[src/rtl/periodic_timer_table_core_defines.svh]
// ----------------------------------------------------------------------------
// Periodic timer table: assertion macros
// Wraps concurrent checks so that synthesis sees empty bodies.
// ----------------------------------------------------------------------------
`ifndef PERIODIC_TIMER_TABLE_CORE_DEFINES_SVH
`define PERIODIC_TIMER_TABLE_CORE_DEFINES_SVH

`ifndef SYNTHESIS
// same-cycle implication, sampled on clk, off during reset
`define PTT_ASSERT_IMPL(lbl, ante, cons) \
	lbl: assert property (@(posedge clk) disable iff (!arst_n) (ante) |-> (cons)) \
		else $error("assertion failed");
// next-cycle implication
`define PTT_ASSERT_NEXT(lbl, ante, cons) \
	lbl: assert property (@(posedge clk) disable iff (!arst_n) (ante) |=> (cons)) \
		else $error("assertion failed");
`else
`define PTT_ASSERT_IMPL(lbl, ante, cons)
`define PTT_ASSERT_NEXT(lbl, ante, cons)
`endif

`endif

[src/rtl/ptt_pkg.sv]
// ----------------------------------------------------------------------------
// Periodic timer table package
// Field widths, operation and status codes, controller states.
// ----------------------------------------------------------------------------
`default_nettype none

package ptt_pkg;

	localparam int MODE_W   = 3;
	localparam int ID_W     = 32;
	localparam int NOW_W    = 48;
	localparam int STATUS_W = 2;
	localparam int MARGIN_W = 16;

	localparam logic [MARGIN_W-1:0] MARGIN_RESET = 16'd1000;

	// operation codes
	localparam logic [MODE_W-1:0] MODE_TICK     = 3'd0;
	localparam logic [MODE_W-1:0] MODE_ADD      = 3'd1;
	localparam logic [MODE_W-1:0] MODE_CHANGE   = 3'd2;
	localparam logic [MODE_W-1:0] MODE_RESET    = 3'd3;
	localparam logic [MODE_W-1:0] MODE_SOON     = 3'd4;
	localparam logic [MODE_W-1:0] MODE_REMOVE   = 3'd5;
	localparam logic [MODE_W-1:0] MODE_DEADLINE = 3'd6;

	// status codes
	localparam logic [STATUS_W-1:0] STAT_OK       = 2'd0;
	localparam logic [STATUS_W-1:0] STAT_NOTFOUND = 2'd1;
	localparam logic [STATUS_W-1:0] STAT_FULL     = 2'd2;
	localparam logic [STATUS_W-1:0] STAT_EMPTY    = 2'd3;

	typedef enum logic [1:0] {
		ST_IDLE = 2'b01,
		ST_SCAN = 2'b10
	} state_t;

endpackage

`default_nettype wire

[src/rtl/ptt_if.sv]
// ----------------------------------------------------------------------------
// Periodic timer table channels
// Request, response and configuration channels with valid/ready.
// ----------------------------------------------------------------------------
`default_nettype none

interface ptt_req_if;
	logic                              valid;
	logic                              ready;
	logic [ptt_pkg::MODE_W-1:0]        mode;
	logic [ptt_pkg::ID_W-1:0]          entry_id;
	logic [ptt_pkg::ID_W-1:0]          interval;
	logic [ptt_pkg::NOW_W-1:0]         now_time;
	modport source (output valid, mode, entry_id, interval, now_time, input ready);
	modport sink (input valid, mode, entry_id, interval, now_time, output ready);
endinterface

interface ptt_rsp_if;
	logic                              valid;
	logic                              ready;
	logic [ptt_pkg::STATUS_W-1:0]      status;
	logic [ptt_pkg::ID_W-1:0]          result_id;
	logic                              is_due;
	logic [ptt_pkg::NOW_W-1:0]         deadline;
	logic                              wake;
	logic                              last;
	modport source (output valid, status, result_id, is_due, deadline, wake, last,
		input ready);
	modport sink (input valid, status, result_id, is_due, deadline, wake, last,
		output ready);
endinterface

interface ptt_cfg_if;
	logic                              valid;
	logic                              ready;
	logic [ptt_pkg::MARGIN_W-1:0]      data;
	modport source (output valid, data, input ready);
	modport sink (input valid, data, output ready);
endinterface

`default_nettype wire

[src/rtl/periodic_timer_table_core.sv]
// ----------------------------------------------------------------------------
// Periodic timer table core
// Table of periodic timers held in one RAM, scanned one slot per cycle.
// ----------------------------------------------------------------------------
// Each request is handled by one pass over all ENTRIES slots of the table
// RAM. One slot is read per cycle; after the last read the read stage
// drains and the end of the pass settles, and the result is then offered.
// A deadline query also drains its minimum-compare stage before the end
// of the pass. A tick that finds N entries due spends one further pass
// per reported id to pick the lowest remaining id, and the result of a
// pass is loaded only once the result register is no longer held by the
// receiver. A new request is taken once the last result of the previous
// one sits in the output register. Slot valid bits are flip-flops cleared
// by reset; ids, intervals and last-fire times live in the RAM and need no
// clearing. Times wrap modulo 2^TIME_BITS.
`default_nettype none

`include "periodic_timer_table_core_defines.svh"

module periodic_timer_table_core #(
	parameter int ENTRIES   = 16,
	parameter int TIME_BITS = 48
) (
	input  wire logic  clk,
	input  wire logic  arst_n,
	ptt_req_if.sink    req,
	ptt_rsp_if.source  rsp,
	ptt_cfg_if.sink    cfg
);

	localparam int IW = $clog2(ENTRIES);
	localparam int CW = $clog2(ENTRIES + 1);
	localparam int IDW = ptt_pkg::ID_W;
	localparam int WW = 2 * IDW + TIME_BITS;
	localparam int NW = ptt_pkg::NOW_W;
	localparam logic [CW-1:0] CNT_END = CW'(ENTRIES);
	localparam logic [TIME_BITS-1:0] TOP = {1'b1, {(TIME_BITS-1){1'b0}}};

	// control state
	ptt_pkg::state_t state_q;
	logic [CW-1:0] cnt_q;
	logic v_s1, v_s2;
	logic pick_q, found_q, any_q;
	logic [ENTRIES-1:0] valid_q, due_q;
	logic [IDW-1:0] next_id_q;
	logic [ptt_pkg::MARGIN_W-1:0] margin_q;
	logic rsp_valid_q;

	// payload registers
	logic [ptt_pkg::MODE_W-1:0] op_q;
	logic [IDW-1:0] id_q, ivl_q, best_id_q;
	logic [TIME_BITS-1:0] now_q, d_s2, best_key_q, best_dl_q;
	logic [IW-1:0] idx_s1, slot_q;
	logic [ptt_pkg::STATUS_W-1:0] status_q;
	logic [IDW-1:0] result_id_q;
	logic is_due_q, wake_q, last_q;
	logic [NW-1:0] deadline_q;

	// ram ports
	logic ram_we;
	logic [IW-1:0] ram_waddr;
	logic [WW-1:0] ram_wdata, ram_rdata;

	ptt_ram #(.WIDTH(WW), .DEPTH(ENTRIES)) u_ram (
		.clk   (clk),
		.we    (ram_we),
		.waddr (ram_waddr),
		.wdata (ram_wdata),
		.raddr (cnt_q[IW-1:0]),
		.rdata (ram_rdata)
	);

	// read word fields
	logic [IDW-1:0] rd_id, rd_ivl;
	logic [TIME_BITS-1:0] rd_last, rd_ivl_t, margin_t, key2;
	logic [NW+TIME_BITS-1:0] now_wide, dl_wide;
	logic in_scan, accept, issue, pass_done, out_free, fin, vld1, hit1, late1;
	logic take1, take2, due_set, any_set;
	logic [ENTRIES-1:0] rest;

	assign rd_id    = ram_rdata[WW-1 -: IDW];
	assign rd_ivl   = ram_rdata[TIME_BITS+IDW-1 -: IDW];
	assign rd_last  = ram_rdata[TIME_BITS-1:0];
	assign rd_ivl_t = TIME_BITS'(rd_ivl);
	assign margin_t = TIME_BITS'(margin_q);
	assign now_wide = {{TIME_BITS{1'b0}}, req.now_time};
	assign dl_wide  = {{NW{1'b0}}, best_dl_q};
	assign key2     = (d_s2 - now_q) ^ TOP;

	assign in_scan   = (state_q == ptt_pkg::ST_SCAN);
	assign accept    = req.valid && req.ready;
	assign issue     = in_scan && (cnt_q < CNT_END);
	assign pass_done = in_scan && (cnt_q == CNT_END) && !v_s1 && !v_s2;
	assign out_free  = !rsp_valid_q || rsp.ready;
	assign fin       = pass_done && out_free;
	assign vld1      = valid_q[idx_s1];
	assign hit1      = vld1 && (rd_id == id_q);
	assign late1     = (now_q - rd_last) > rd_ivl_t;
	assign rest      = due_q & ~(ENTRIES'(1) << slot_q);

	// per-slot decisions in the read stage
	always_comb begin
		take1 = 1'b0;
		due_set = 1'b0;
		any_set = 1'b0;
		if (in_scan && v_s1) begin
			case (op_q)
				ptt_pkg::MODE_TICK: begin
					if (pick_q) begin
						take1 = due_q[idx_s1] && (!found_q || rd_id < best_id_q);
					end else begin
						any_set = vld1;
						due_set = vld1 && late1;
					end
				end
				ptt_pkg::MODE_ADD: take1 = !vld1 && !found_q;
				ptt_pkg::MODE_CHANGE, ptt_pkg::MODE_RESET, ptt_pkg::MODE_SOON:
					take1 = hit1 && !found_q;
				ptt_pkg::MODE_REMOVE: take1 = hit1 && (id_q != '0);
				default: take1 = 1'b0;
			endcase
		end
	end

	// min-key compare for deadline query
	assign take2 = v_s2 && (!found_q || key2 < best_key_q);

	// ram write-back: read stage updates, or the new entry of an add
	always_comb begin
		ram_we = 1'b0;
		ram_waddr = idx_s1;
		ram_wdata = ram_rdata;
		if (due_set) begin
			ram_we = 1'b1;
			ram_wdata = {rd_id, rd_ivl, rd_last + rd_ivl_t};
		end else if (take1) begin
			case (op_q)
				ptt_pkg::MODE_CHANGE: begin
					ram_we = 1'b1;
					ram_wdata = {rd_id, ivl_q, rd_last};
				end
				ptt_pkg::MODE_RESET: begin
					ram_we = 1'b1;
					ram_wdata = {rd_id, rd_ivl, now_q};
				end
				ptt_pkg::MODE_SOON: begin
					ram_we = 1'b1;
					ram_wdata = {rd_id, rd_ivl, now_q - rd_ivl_t - margin_t};
				end
				default: ram_we = 1'b0;
			endcase
		end else if (fin && op_q == ptt_pkg::MODE_ADD && found_q) begin
			ram_we = 1'b1;
			ram_waddr = slot_q;
			ram_wdata = {next_id_q, ivl_q, now_q - TIME_BITS'(ivl_q) - margin_t};
		end
	end

	// end-of-pass result
	logic emit, done, restart, r_due, r_wake, r_last;
	logic [ptt_pkg::STATUS_W-1:0] r_status;
	logic [IDW-1:0] r_id;
	logic [NW-1:0] r_dl;

	always_comb begin
		emit = 1'b1;
		done = 1'b1;
		restart = 1'b0;
		r_status = ptt_pkg::STAT_OK;
		r_id = '0;
		r_due = 1'b0;
		r_dl = '0;
		r_wake = 1'b0;
		r_last = 1'b1;
		case (op_q)
			ptt_pkg::MODE_TICK: begin
				if (!pick_q) begin
					if (due_q == '0) begin
						r_status = any_q ? ptt_pkg::STAT_OK : ptt_pkg::STAT_EMPTY;
					end else begin
						emit = 1'b0;
						done = 1'b0;
						restart = 1'b1;
					end
				end else begin
					r_id = best_id_q;
					r_due = 1'b1;
					r_last = (rest == '0);
					done = r_last;
					restart = !r_last;
				end
			end
			ptt_pkg::MODE_ADD: begin
				if (found_q) begin
					r_id = next_id_q;
					r_wake = 1'b1;
				end else begin
					r_status = ptt_pkg::STAT_FULL;
				end
			end
			ptt_pkg::MODE_CHANGE, ptt_pkg::MODE_RESET, ptt_pkg::MODE_SOON,
			ptt_pkg::MODE_REMOVE: begin
				r_status = found_q ? ptt_pkg::STAT_OK : ptt_pkg::STAT_NOTFOUND;
				r_wake = found_q && (op_q == ptt_pkg::MODE_SOON);
			end
			ptt_pkg::MODE_DEADLINE: begin
				if (found_q) begin
					r_dl = dl_wide[NW-1:0];
				end else begin
					r_status = ptt_pkg::STAT_EMPTY;
				end
			end
			default: r_status = ptt_pkg::STAT_OK;
		endcase
	end

	// controller and table bookkeeping
	always_ff @(posedge clk or negedge arst_n) begin
		if (!arst_n) begin
			state_q <= ptt_pkg::ST_IDLE;
			cnt_q <= '0;
			v_s1 <= 1'b0;
			v_s2 <= 1'b0;
			pick_q <= 1'b0;
			found_q <= 1'b0;
			any_q <= 1'b0;
			valid_q <= '0;
			due_q <= '0;
			next_id_q <= IDW'(1);
			margin_q <= ptt_pkg::MARGIN_RESET;
			rsp_valid_q <= 1'b0;
		end else begin
			if (cfg.valid) begin
				margin_q <= cfg.data;
			end
			// output beat: load on a finished pass that emits a result, drop once taken
			if (fin && emit) begin
				rsp_valid_q <= 1'b1;
			end else if (rsp.ready) begin
				rsp_valid_q <= 1'b0;
			end
			v_s1 <= issue;
			v_s2 <= in_scan && v_s1 && vld1 && (op_q == ptt_pkg::MODE_DEADLINE);
			if (issue) begin
				cnt_q <= cnt_q + CW'(1);
			end
			if (any_set) begin
				any_q <= 1'b1;
			end
			if (due_set) begin
				due_q[idx_s1] <= 1'b1;
			end
			if (take1 || take2) begin
				found_q <= 1'b1;
			end
			if (take1 && op_q == ptt_pkg::MODE_REMOVE) begin
				valid_q[idx_s1] <= 1'b0;
			end
			if (accept) begin
				state_q <= ptt_pkg::ST_SCAN;
				cnt_q <= '0;
				found_q <= 1'b0;
				any_q <= 1'b0;
				pick_q <= 1'b0;
				due_q <= '0;
			end
			if (fin) begin
				if (op_q == ptt_pkg::MODE_ADD && found_q) begin
					valid_q[slot_q] <= 1'b1;
					next_id_q <= (next_id_q == '1) ? IDW'(1) : next_id_q + IDW'(1);
				end
				if (op_q == ptt_pkg::MODE_TICK && pick_q) begin
					due_q <= rest;
				end
				if (done) begin
					state_q <= ptt_pkg::ST_IDLE;
				end
				if (restart) begin
					cnt_q <= '0;
					found_q <= 1'b0;
					pick_q <= 1'b1;
				end
			end
		end
	end

	// request capture, stage registers and output payload
	always_ff @(posedge clk) begin
		if (accept) begin
			op_q <= req.mode;
			id_q <= req.entry_id;
			ivl_q <= req.interval;
			now_q <= now_wide[TIME_BITS-1:0];
		end
		idx_s1 <= cnt_q[IW-1:0];
		d_s2 <= rd_last + rd_ivl_t;
		if (take1) begin
			slot_q <= idx_s1;
			best_id_q <= rd_id;
		end
		if (take2) begin
			best_key_q <= key2;
			best_dl_q <= d_s2;
		end
		if (fin && emit) begin
			status_q <= r_status;
			result_id_q <= r_id;
			is_due_q <= r_due;
			deadline_q <= r_dl;
			wake_q <= r_wake;
			last_q <= r_last;
		end
	end

	assign req.ready = (state_q == ptt_pkg::ST_IDLE);
	assign cfg.ready = 1'b1;
	assign rsp.valid = rsp_valid_q;
	assign rsp.status = status_q;
	assign rsp.result_id = result_id_q;
	assign rsp.is_due = is_due_q;
	assign rsp.deadline = deadline_q;
	assign rsp.wake = wake_q;
	assign rsp.last = last_q;

	// checks
	`PTT_ASSERT_IMPL(a_no_ram_write_idle, state_q == ptt_pkg::ST_IDLE, !ram_we)
	`PTT_ASSERT_NEXT(a_accept_starts_scan, accept, state_q == ptt_pkg::ST_SCAN)
	`PTT_ASSERT_IMPL(a_due_beat_ok, rsp.valid && rsp.is_due,
		rsp.status == ptt_pkg::STAT_OK && rsp.result_id != '0)

endmodule

`default_nettype wire

[src/rtl/ptt_ram.sv]
// ----------------------------------------------------------------------------
// Generic single-port-write RAM
// One write port, one read port, read data registered.
// ----------------------------------------------------------------------------
`default_nettype none

module ptt_ram #(
	parameter int WIDTH = 8,
	parameter int DEPTH = 16
) (
	input  wire logic                     clk,
	input  wire logic                     we,
	input  wire logic [$clog2(DEPTH)-1:0] waddr,
	input  wire logic [WIDTH-1:0]         wdata,
	input  wire logic [$clog2(DEPTH)-1:0] raddr,
	output logic      [WIDTH-1:0]         rdata
);

	logic [WIDTH-1:0] mem [DEPTH];

	// write and registered read
	always_ff @(posedge clk) begin
		if (we) begin
			mem[waddr] <= wdata;
		end
		rdata <= mem[raddr];
	end

endmodule

`default_nettype wire

[src/flat_wrapper.sv]
// flat-port wrapper written by rule: the top's interface ports become plain ports
module periodic_timer_table_core_flat 
#(
	parameter int ENTRIES   = 16,
	parameter int TIME_BITS = 48
)
  (clk, arst_n, req_valid, req_mode, req_entry_id, req_interval, req_now_time, req_ready, rsp_valid, rsp_status, rsp_result_id, rsp_is_due, rsp_deadline, rsp_wake, rsp_last, rsp_ready, cfg_valid, cfg_data, cfg_ready);
  ptt_req_if req_i ();
  ptt_rsp_if rsp_i ();
  ptt_cfg_if cfg_i ();
  input  wire logic clk;
  input  wire logic arst_n;
  input wire logic [$bits(req_i.valid)-1:0] req_valid;
  input wire logic [$bits(req_i.mode)-1:0] req_mode;
  input wire logic [$bits(req_i.entry_id)-1:0] req_entry_id;
  input wire logic [$bits(req_i.interval)-1:0] req_interval;
  input wire logic [$bits(req_i.now_time)-1:0] req_now_time;
  output wire logic [$bits(req_i.ready)-1:0] req_ready;
  output wire logic [$bits(rsp_i.valid)-1:0] rsp_valid;
  output wire logic [$bits(rsp_i.status)-1:0] rsp_status;
  output wire logic [$bits(rsp_i.result_id)-1:0] rsp_result_id;
  output wire logic [$bits(rsp_i.is_due)-1:0] rsp_is_due;
  output wire logic [$bits(rsp_i.deadline)-1:0] rsp_deadline;
  output wire logic [$bits(rsp_i.wake)-1:0] rsp_wake;
  output wire logic [$bits(rsp_i.last)-1:0] rsp_last;
  input wire logic [$bits(rsp_i.ready)-1:0] rsp_ready;
  input wire logic [$bits(cfg_i.valid)-1:0] cfg_valid;
  input wire logic [$bits(cfg_i.data)-1:0] cfg_data;
  output wire logic [$bits(cfg_i.ready)-1:0] cfg_ready;
  assign req_i.valid = req_valid;
  assign req_i.mode = req_mode;
  assign req_i.entry_id = req_entry_id;
  assign req_i.interval = req_interval;
  assign req_i.now_time = req_now_time;
  assign req_ready = req_i.ready;
  assign rsp_valid = rsp_i.valid;
  assign rsp_status = rsp_i.status;
  assign rsp_result_id = rsp_i.result_id;
  assign rsp_is_due = rsp_i.is_due;
  assign rsp_deadline = rsp_i.deadline;
  assign rsp_wake = rsp_i.wake;
  assign rsp_last = rsp_i.last;
  assign rsp_i.ready = rsp_ready;
  assign cfg_i.valid = cfg_valid;
  assign cfg_i.data = cfg_data;
  assign cfg_ready = cfg_i.ready;
  periodic_timer_table_core #(.ENTRIES(ENTRIES), .TIME_BITS(TIME_BITS)) u_core (.clk(clk), .arst_n(arst_n), .req(req_i), .rsp(rsp_i), .cfg(cfg_i));
endmodule
[config.mk]
export PLATFORM = sky130hd
export DESIGN_NAME = periodic_timer_table_core_flat
export DESIGN_NICKNAME = d
export VERILOG_FILES = /design/src/rtl/ptt_pkg.sv /design/src/rtl/ptt_if.sv /design/src/rtl/periodic_timer_table_core.sv /design/src/rtl/ptt_ram.sv /design/src/flat_wrapper.sv
export VERILOG_INCLUDE_DIRS = /design/src /design/src/rtl
export SDC_FILE = /design/constraint.sdc
export NUM_CORES = 2
export LEC_CHECK = 0
export ABC_AREA = 1
export BUFFER_PORTS_ARGS = -buffer_cell sky130_fd_sc_hd__buf_2
export CAP_MARGIN = 20
export CORE_UTILIZATION = 24
export DETAILED_ROUTE_END_ITERATION = 10
export PLACE_DENSITY = 0.42
export SLEW_MARGIN = 40
export SYNTH_ARGS = -nofsm -noshare
export SYNTH_HDL_FRONTEND = slang
export SYNTH_SLANG_ARGS = --single-unit
export TNS_END_PERCENT = 5
[constraint.sdc]
create_clock -name clk -period 9.5 [get_ports clk]
set_clock_uncertainty 0.15 [all_clocks]
set_input_delay 1.425 -clock clk [delete_from_list [all_inputs] [get_ports clk]]
set_output_delay 1.425 -clock clk [all_outputs]
set_load 0.02 [all_outputs]
==> results.rst <==
.. list-table::
   :header-rows: 1

   * - Metric
     - Value
   * - Global-route wire length before repair
     - 609800 um
   * - Worst Hold Launch
     - u_core.d_s2[7]
   * - Via count
     - 82061
   * - Most crowded layer after global routing
     - met2
   * - Layout cells sized above 1
     - 8.750%
   * - Largest cells by area after synthesis
     - sky130_fd_sc_hd__edfxtp_1, sky130_fd_sc_hd__nand2_1, sky130_fd_sc_hd__o21ai_0
   * - Static leakage
     - 46.96 nW
   * - Switch Pwr
     - 18.99 mW
   * - Internal power
     - 24.36 mW
   * - Worst reg2reg endpoint
     - u_core.u_ram.mem[13][76]
   * - Total die area
     - roughly 460000 um^2
   * - Distinct cell type count of the synthesized netlist
     - 61
   * - Filler cell count in the final layout
     - 48109
   * - Sw frac
     - 43.81%
   * - Kind of end point of the critical path
     - flip-flop
   * - Worst hold-check path type
     - flip-flop to flip-flop
   * - Largest fanout on the critical path
     - between 50 and 60
   * - Min cycle time layout
     - 6.995 ns
   * - Port Buffer Count
     - 222
   * - Setup tns final
     - 0 ns
   * - Unrepaired setup endpoints after global routing
     - no
   * - Largest area contributor in the synthesized netlist
     - sky130_fd_sc_hd__edfxtp_1
   * - Hold Path Stages
     - 0
   * - Kind of start point of the critical path
     - flip-flop
   * - Relative contribution of sequential cells to total power
     - about a third
   * - Fraction of synthesis flops using an asynchronous set or reset pin
     - under 10%
   * - Largest net degree at the start of global routing
     - 154
   * - DRC violations left
     - 0
   * - Clock tree from TritonCTS
     - yes
   * - Sink count of the clock tree
     - around 2400
   * - Logic gate share of total power
     - ~42%
   * - GR met3 Demand/Resource
     - 2.311%
   * - Yosys reg bits
     - 2381
   * - Drt initial violations
     - about 7100
   * - Critical Path Start
     - u_core.now_q[0]
   * - Library cell used as clock root buffer
     - sky130_fd_sc_hd__clkbuf_16
   * - Synthesized netlist net count
     - 11146
   * - Detailed placement HPWL
     - a little over 300000 um
   * - Hold buffer count at cts
     - 0
   * - Endpoint arrival time on the critical path
     - 7.35 ns
   * - Number of buffers between clock root and the deepest sink
     - 4
   * - Vertical die dimension
     - 679.8 um
   * - Vias in the first global route
     - 80261
   * - First drt pass iteration count
     - 6
   * - Seq. cell area
     - 69410 um^2
   * - Combined area of the multi-input logic cells
     - between 30000 and 40000 um^2
   * - Number of nets in the finished design
     - 11407
   * - Std cell rows
     - 248
   * - Total count of max-transition violations in the final report
     - 0
   * - TritonCTS buffer count
     - between 200 and 300
   * - Final clock period utilization by the worst path
     - about 74%
   * - Worst path max stage delay
     - 0.52 ns
   * - Worst slew margin relative to its limit
     - between 30% and 40%
   * - Number of synthesis warnings
     - 0
   * - Most numerous cell in the Yosys netlist
     - sky130_fd_sc_hd__edfxtp_1
   * - Final setup violation count
     - 0
   * - Largest vdd supply drop
     - between 0.0002 and 0.00025 V
   * - Average size of a mapped cell
     - 10.37 um^2
   * - Register-to-Register Setup Slack
     - 2.51 ns
   * - Hold Fails Final Rpt
     - 0
   * - Initial core utilization
     - around a quarter
   * - Die Width
     - 679.8 um
   * - Total power divided by cell area
     - 335.4 nW/um^2
   * - Cell count after synthesis
     - 10631
   * - Worst Path Required
     - 9.86 ns
   * - Leftover overflow at the end of global routing
     - 0
   * - Grt met2 use
     - 29.84%
   * - Proportion of power drawn by the clock network
     - 25.1%
   * - Number of levels the H-tree was split into
     - 5
   * - WL per Instance
     - 25.22 um
   * - CTS clk-pin slew, worst paths
     - around 0.060 ns
   * - Area fraction of the dominant cell type after synthesis
     - 57.85%
   * - Crit path max-delay cell type
     - sky130_fd_sc_hd__nand2_2
   * - Post-cts repair resize count
     - 0
   * - Overall global routing resource usage
     - 18.21%
   * - Clock latency of the later-clocked register in the worst-skew pair
     - ~0.95 ns
   * - Buffers inserted by post-CTS timing repair
     - 0
   * - Leading post-synthesis cells by instance count
     - sky130_fd_sc_hd__edfxtp_1, sky130_fd_sc_hd__nand2_1, sky130_fd_sc_hd__nor2_1
   * - Number of synthesized flops with an enable pin
     - around 2100
   * - Number of antenna violations at the first check in global routing
     - 22
   * - Remaining antenna violation count
     - 0
   * - Sequential cell area fraction in the yosys report
     - a little over three fifths
   * - Prevailing post-synth register cell
     - sky130_fd_sc_hd__edfxtp_1
   * - Fmax
     - around 140 MHz
   * - Floorplan Core Area
     - 456800 um^2
   * - Final weighted congestion in routability-driven placement
     - between 0.9 and 1
   * - Growth of design area from synthesis to finish
     - 17.24%
   * - Tightest Pin Transition
     - 0.9505 ns
   * - Crit-path most repeated cell
     - sky130_fd_sc_hd__nand2_1
   * - Routing usage on met1
     - 24.67%
   * - Class of the most critical setup path
     - flip-flop to flip-flop
   * - Post-synthesis instance area
     - 110200 um^2
   * - Hold path endpoint
     - u_core.best_dl_q[7]
   * - Via density per instance
     - around 4.8
   * - Number of max-capacitance violations reported
     - 0
   * - Number of I/O pins
     - 224
   * - Post-Route WL
     - between 400000 and 500000 um
   * - Run status
     - complete, no violations
   * - Origin of the critical flop-to-flop path
     - u_core.now_q[0]
   * - Power after layout
     - between 40 and 50 mW
   * - Number of cells on the worst reg-to-reg path
     - 30
-- worst max-delay path by stage --
stage                                           to  slack, ns  depth (start not counted)
final                     u_core.u_ram.mem[13][76]       2.51                         30
after global routing      u_core.u_ram.mem[13][78]       2.12                         30
after CTS                  u_core.u_ram.mem[5][46]       2.47                         29
after detailed placement   u_core.u_ram.mem[5][85]       2.53                         29
after global placement     u_core.u_ram.mem[10][4]       2.27                         29
after floorplan            u_core.u_ram.mem[10][0]       0.67                         28
-- per-layer routing --
| layer | wire length (um) | share of wire, % |
|---|---|---|
| met1 | 194400 | 45 |
| met2 | 202300 | 46 |
| met3 | 21420 | 4.9 |
| met4 | 17100 | 3.9 |
| met5 | 31 | 0.0071 |
-- through the flow --
stage	cells	setup slack, ns	hold slack [ns]	instance area [um^2]	utilization [%]
2_1_floorplan	10631	0.6738	0.2193	110200	-
3_3_place_gp	16721	2.274	0.2831	119400	26.15
3_5_place_dp	16735	2.528	0.2870	120000	26.27
4_1_cts	17244	2.468	0.2858	129200	28.28
5_1_grt	17246	2.115	0.3097	129200	28.30
6_report	17253	2.505	0.2953	129300	28.30
-- final cells by class --
type                    instances  share of cell area [%]
diodes                          8                 0.01549
flip-flops and latches       2381                   53.70
well taps                    6125                   5.929
clock inverters               130                   1.076
inverters                     970                   2.852
clock buffers                 379                   6.018
multi-input cells            6835                   27.83
repair buffers                425                   2.581
-- flip-flops by register name (all words and copies together) (netlist names), 48 cells and up --
signal	count
u_core.u_ram.mem	1792
u_core.d_s2	48
u_core.best_key_q	48
u_core.rsp.deadline	48
u_core.best_dl_q	48
u_core.u_ram.rdata	112
u_core.now_q	48
-- critical path, delay by kind of cell (launching register included) --
kind,cells,cell delay [ns]
simple gates,21,3.37
buf+inv,4,1.04
fa+ha+maj,3,0.91
flops,1,0.48
compound gates,1,0.30
xor+xnor,1,0.10
-- kinds of logic (layout without fill, tap and decap cells) --
logic type | after synthesis | in the layout | share of synthesized area (%)
AOI/OAI and AO/OA | 2388 | 2388 | 11.98
DFF | 2381 | 2381 | 62.95
muxes | 1 | 1 | 0.01021
adders and majority gates | 379 | 379 | 4.540
other | 1 | 9 | 0.003401
buffers and inverters | 1415 | 1904 | 4.911
xor gates and xnor gates | 162 | 162 | 1.287
and+or+nand+nor | 3904 | 3904 | 14.32
-- power groups by stage --
stage	Sequential, mW	Clock (mW)	Combinational [mW]
6_report	14.1	10.9	18.3
5_1_grt	14.1	11.5	19.9
4_1_cts	14.1	11.2	18.3
3_5_place_dp	14.3	0	18.2
3_3_place_gp	14.3	0	18.2
2_1_floorplan	13.8	0	10.3
-- cells in the final DEF (no fill, tap or decap), types with 23 or more instances in the layout --
master and count:
sky130_fd_sc_hd__clkbuf_1 68, sky130_fd_sc_hd__clkinv_2 41, sky130_fd_sc_hd__buf_12 37, sky130_fd_sc_hd__dfxtp_1 164
sky130_fd_sc_hd__a21oi_1 385, sky130_fd_sc_hd__nand2_1 1840, sky130_fd_sc_hd__clkbuf_8 23, sky130_fd_sc_hd__a31oi_1 38
sky130_fd_sc_hd__nand3_1 237, sky130_fd_sc_hd__o211ai_1 69, sky130_fd_sc_hd__nor2_1 1470, sky130_fd_sc_hd__inv_1 951
sky130_fd_sc_hd__o21ai_0 1209, sky130_fd_sc_hd__o221ai_1 26, sky130_fd_sc_hd__buf_2 221, sky130_fd_sc_hd__edfxtp_1 2124
sky130_fd_sc_hd__clkinv_1 36, sky130_fd_sc_hd__xnor2_1 44, sky130_fd_sc_hd__nor4_1 31, sky130_fd_sc_hd__xor2_1 108
sky130_fd_sc_hd__o21bai_1 23, sky130_fd_sc_hd__ha_1 344, sky130_fd_sc_hd__clkbuf_16 288, sky130_fd_sc_hd__o22ai_1 492
sky130_fd_sc_hd__nand4_1 172, sky130_fd_sc_hd__fa_1 35, sky130_fd_sc_hd__dfrtp_1 82, sky130_fd_sc_hd__buf_4 144
sky130_fd_sc_hd__nor3_1 58
Power figures use the tool's default switching activity.
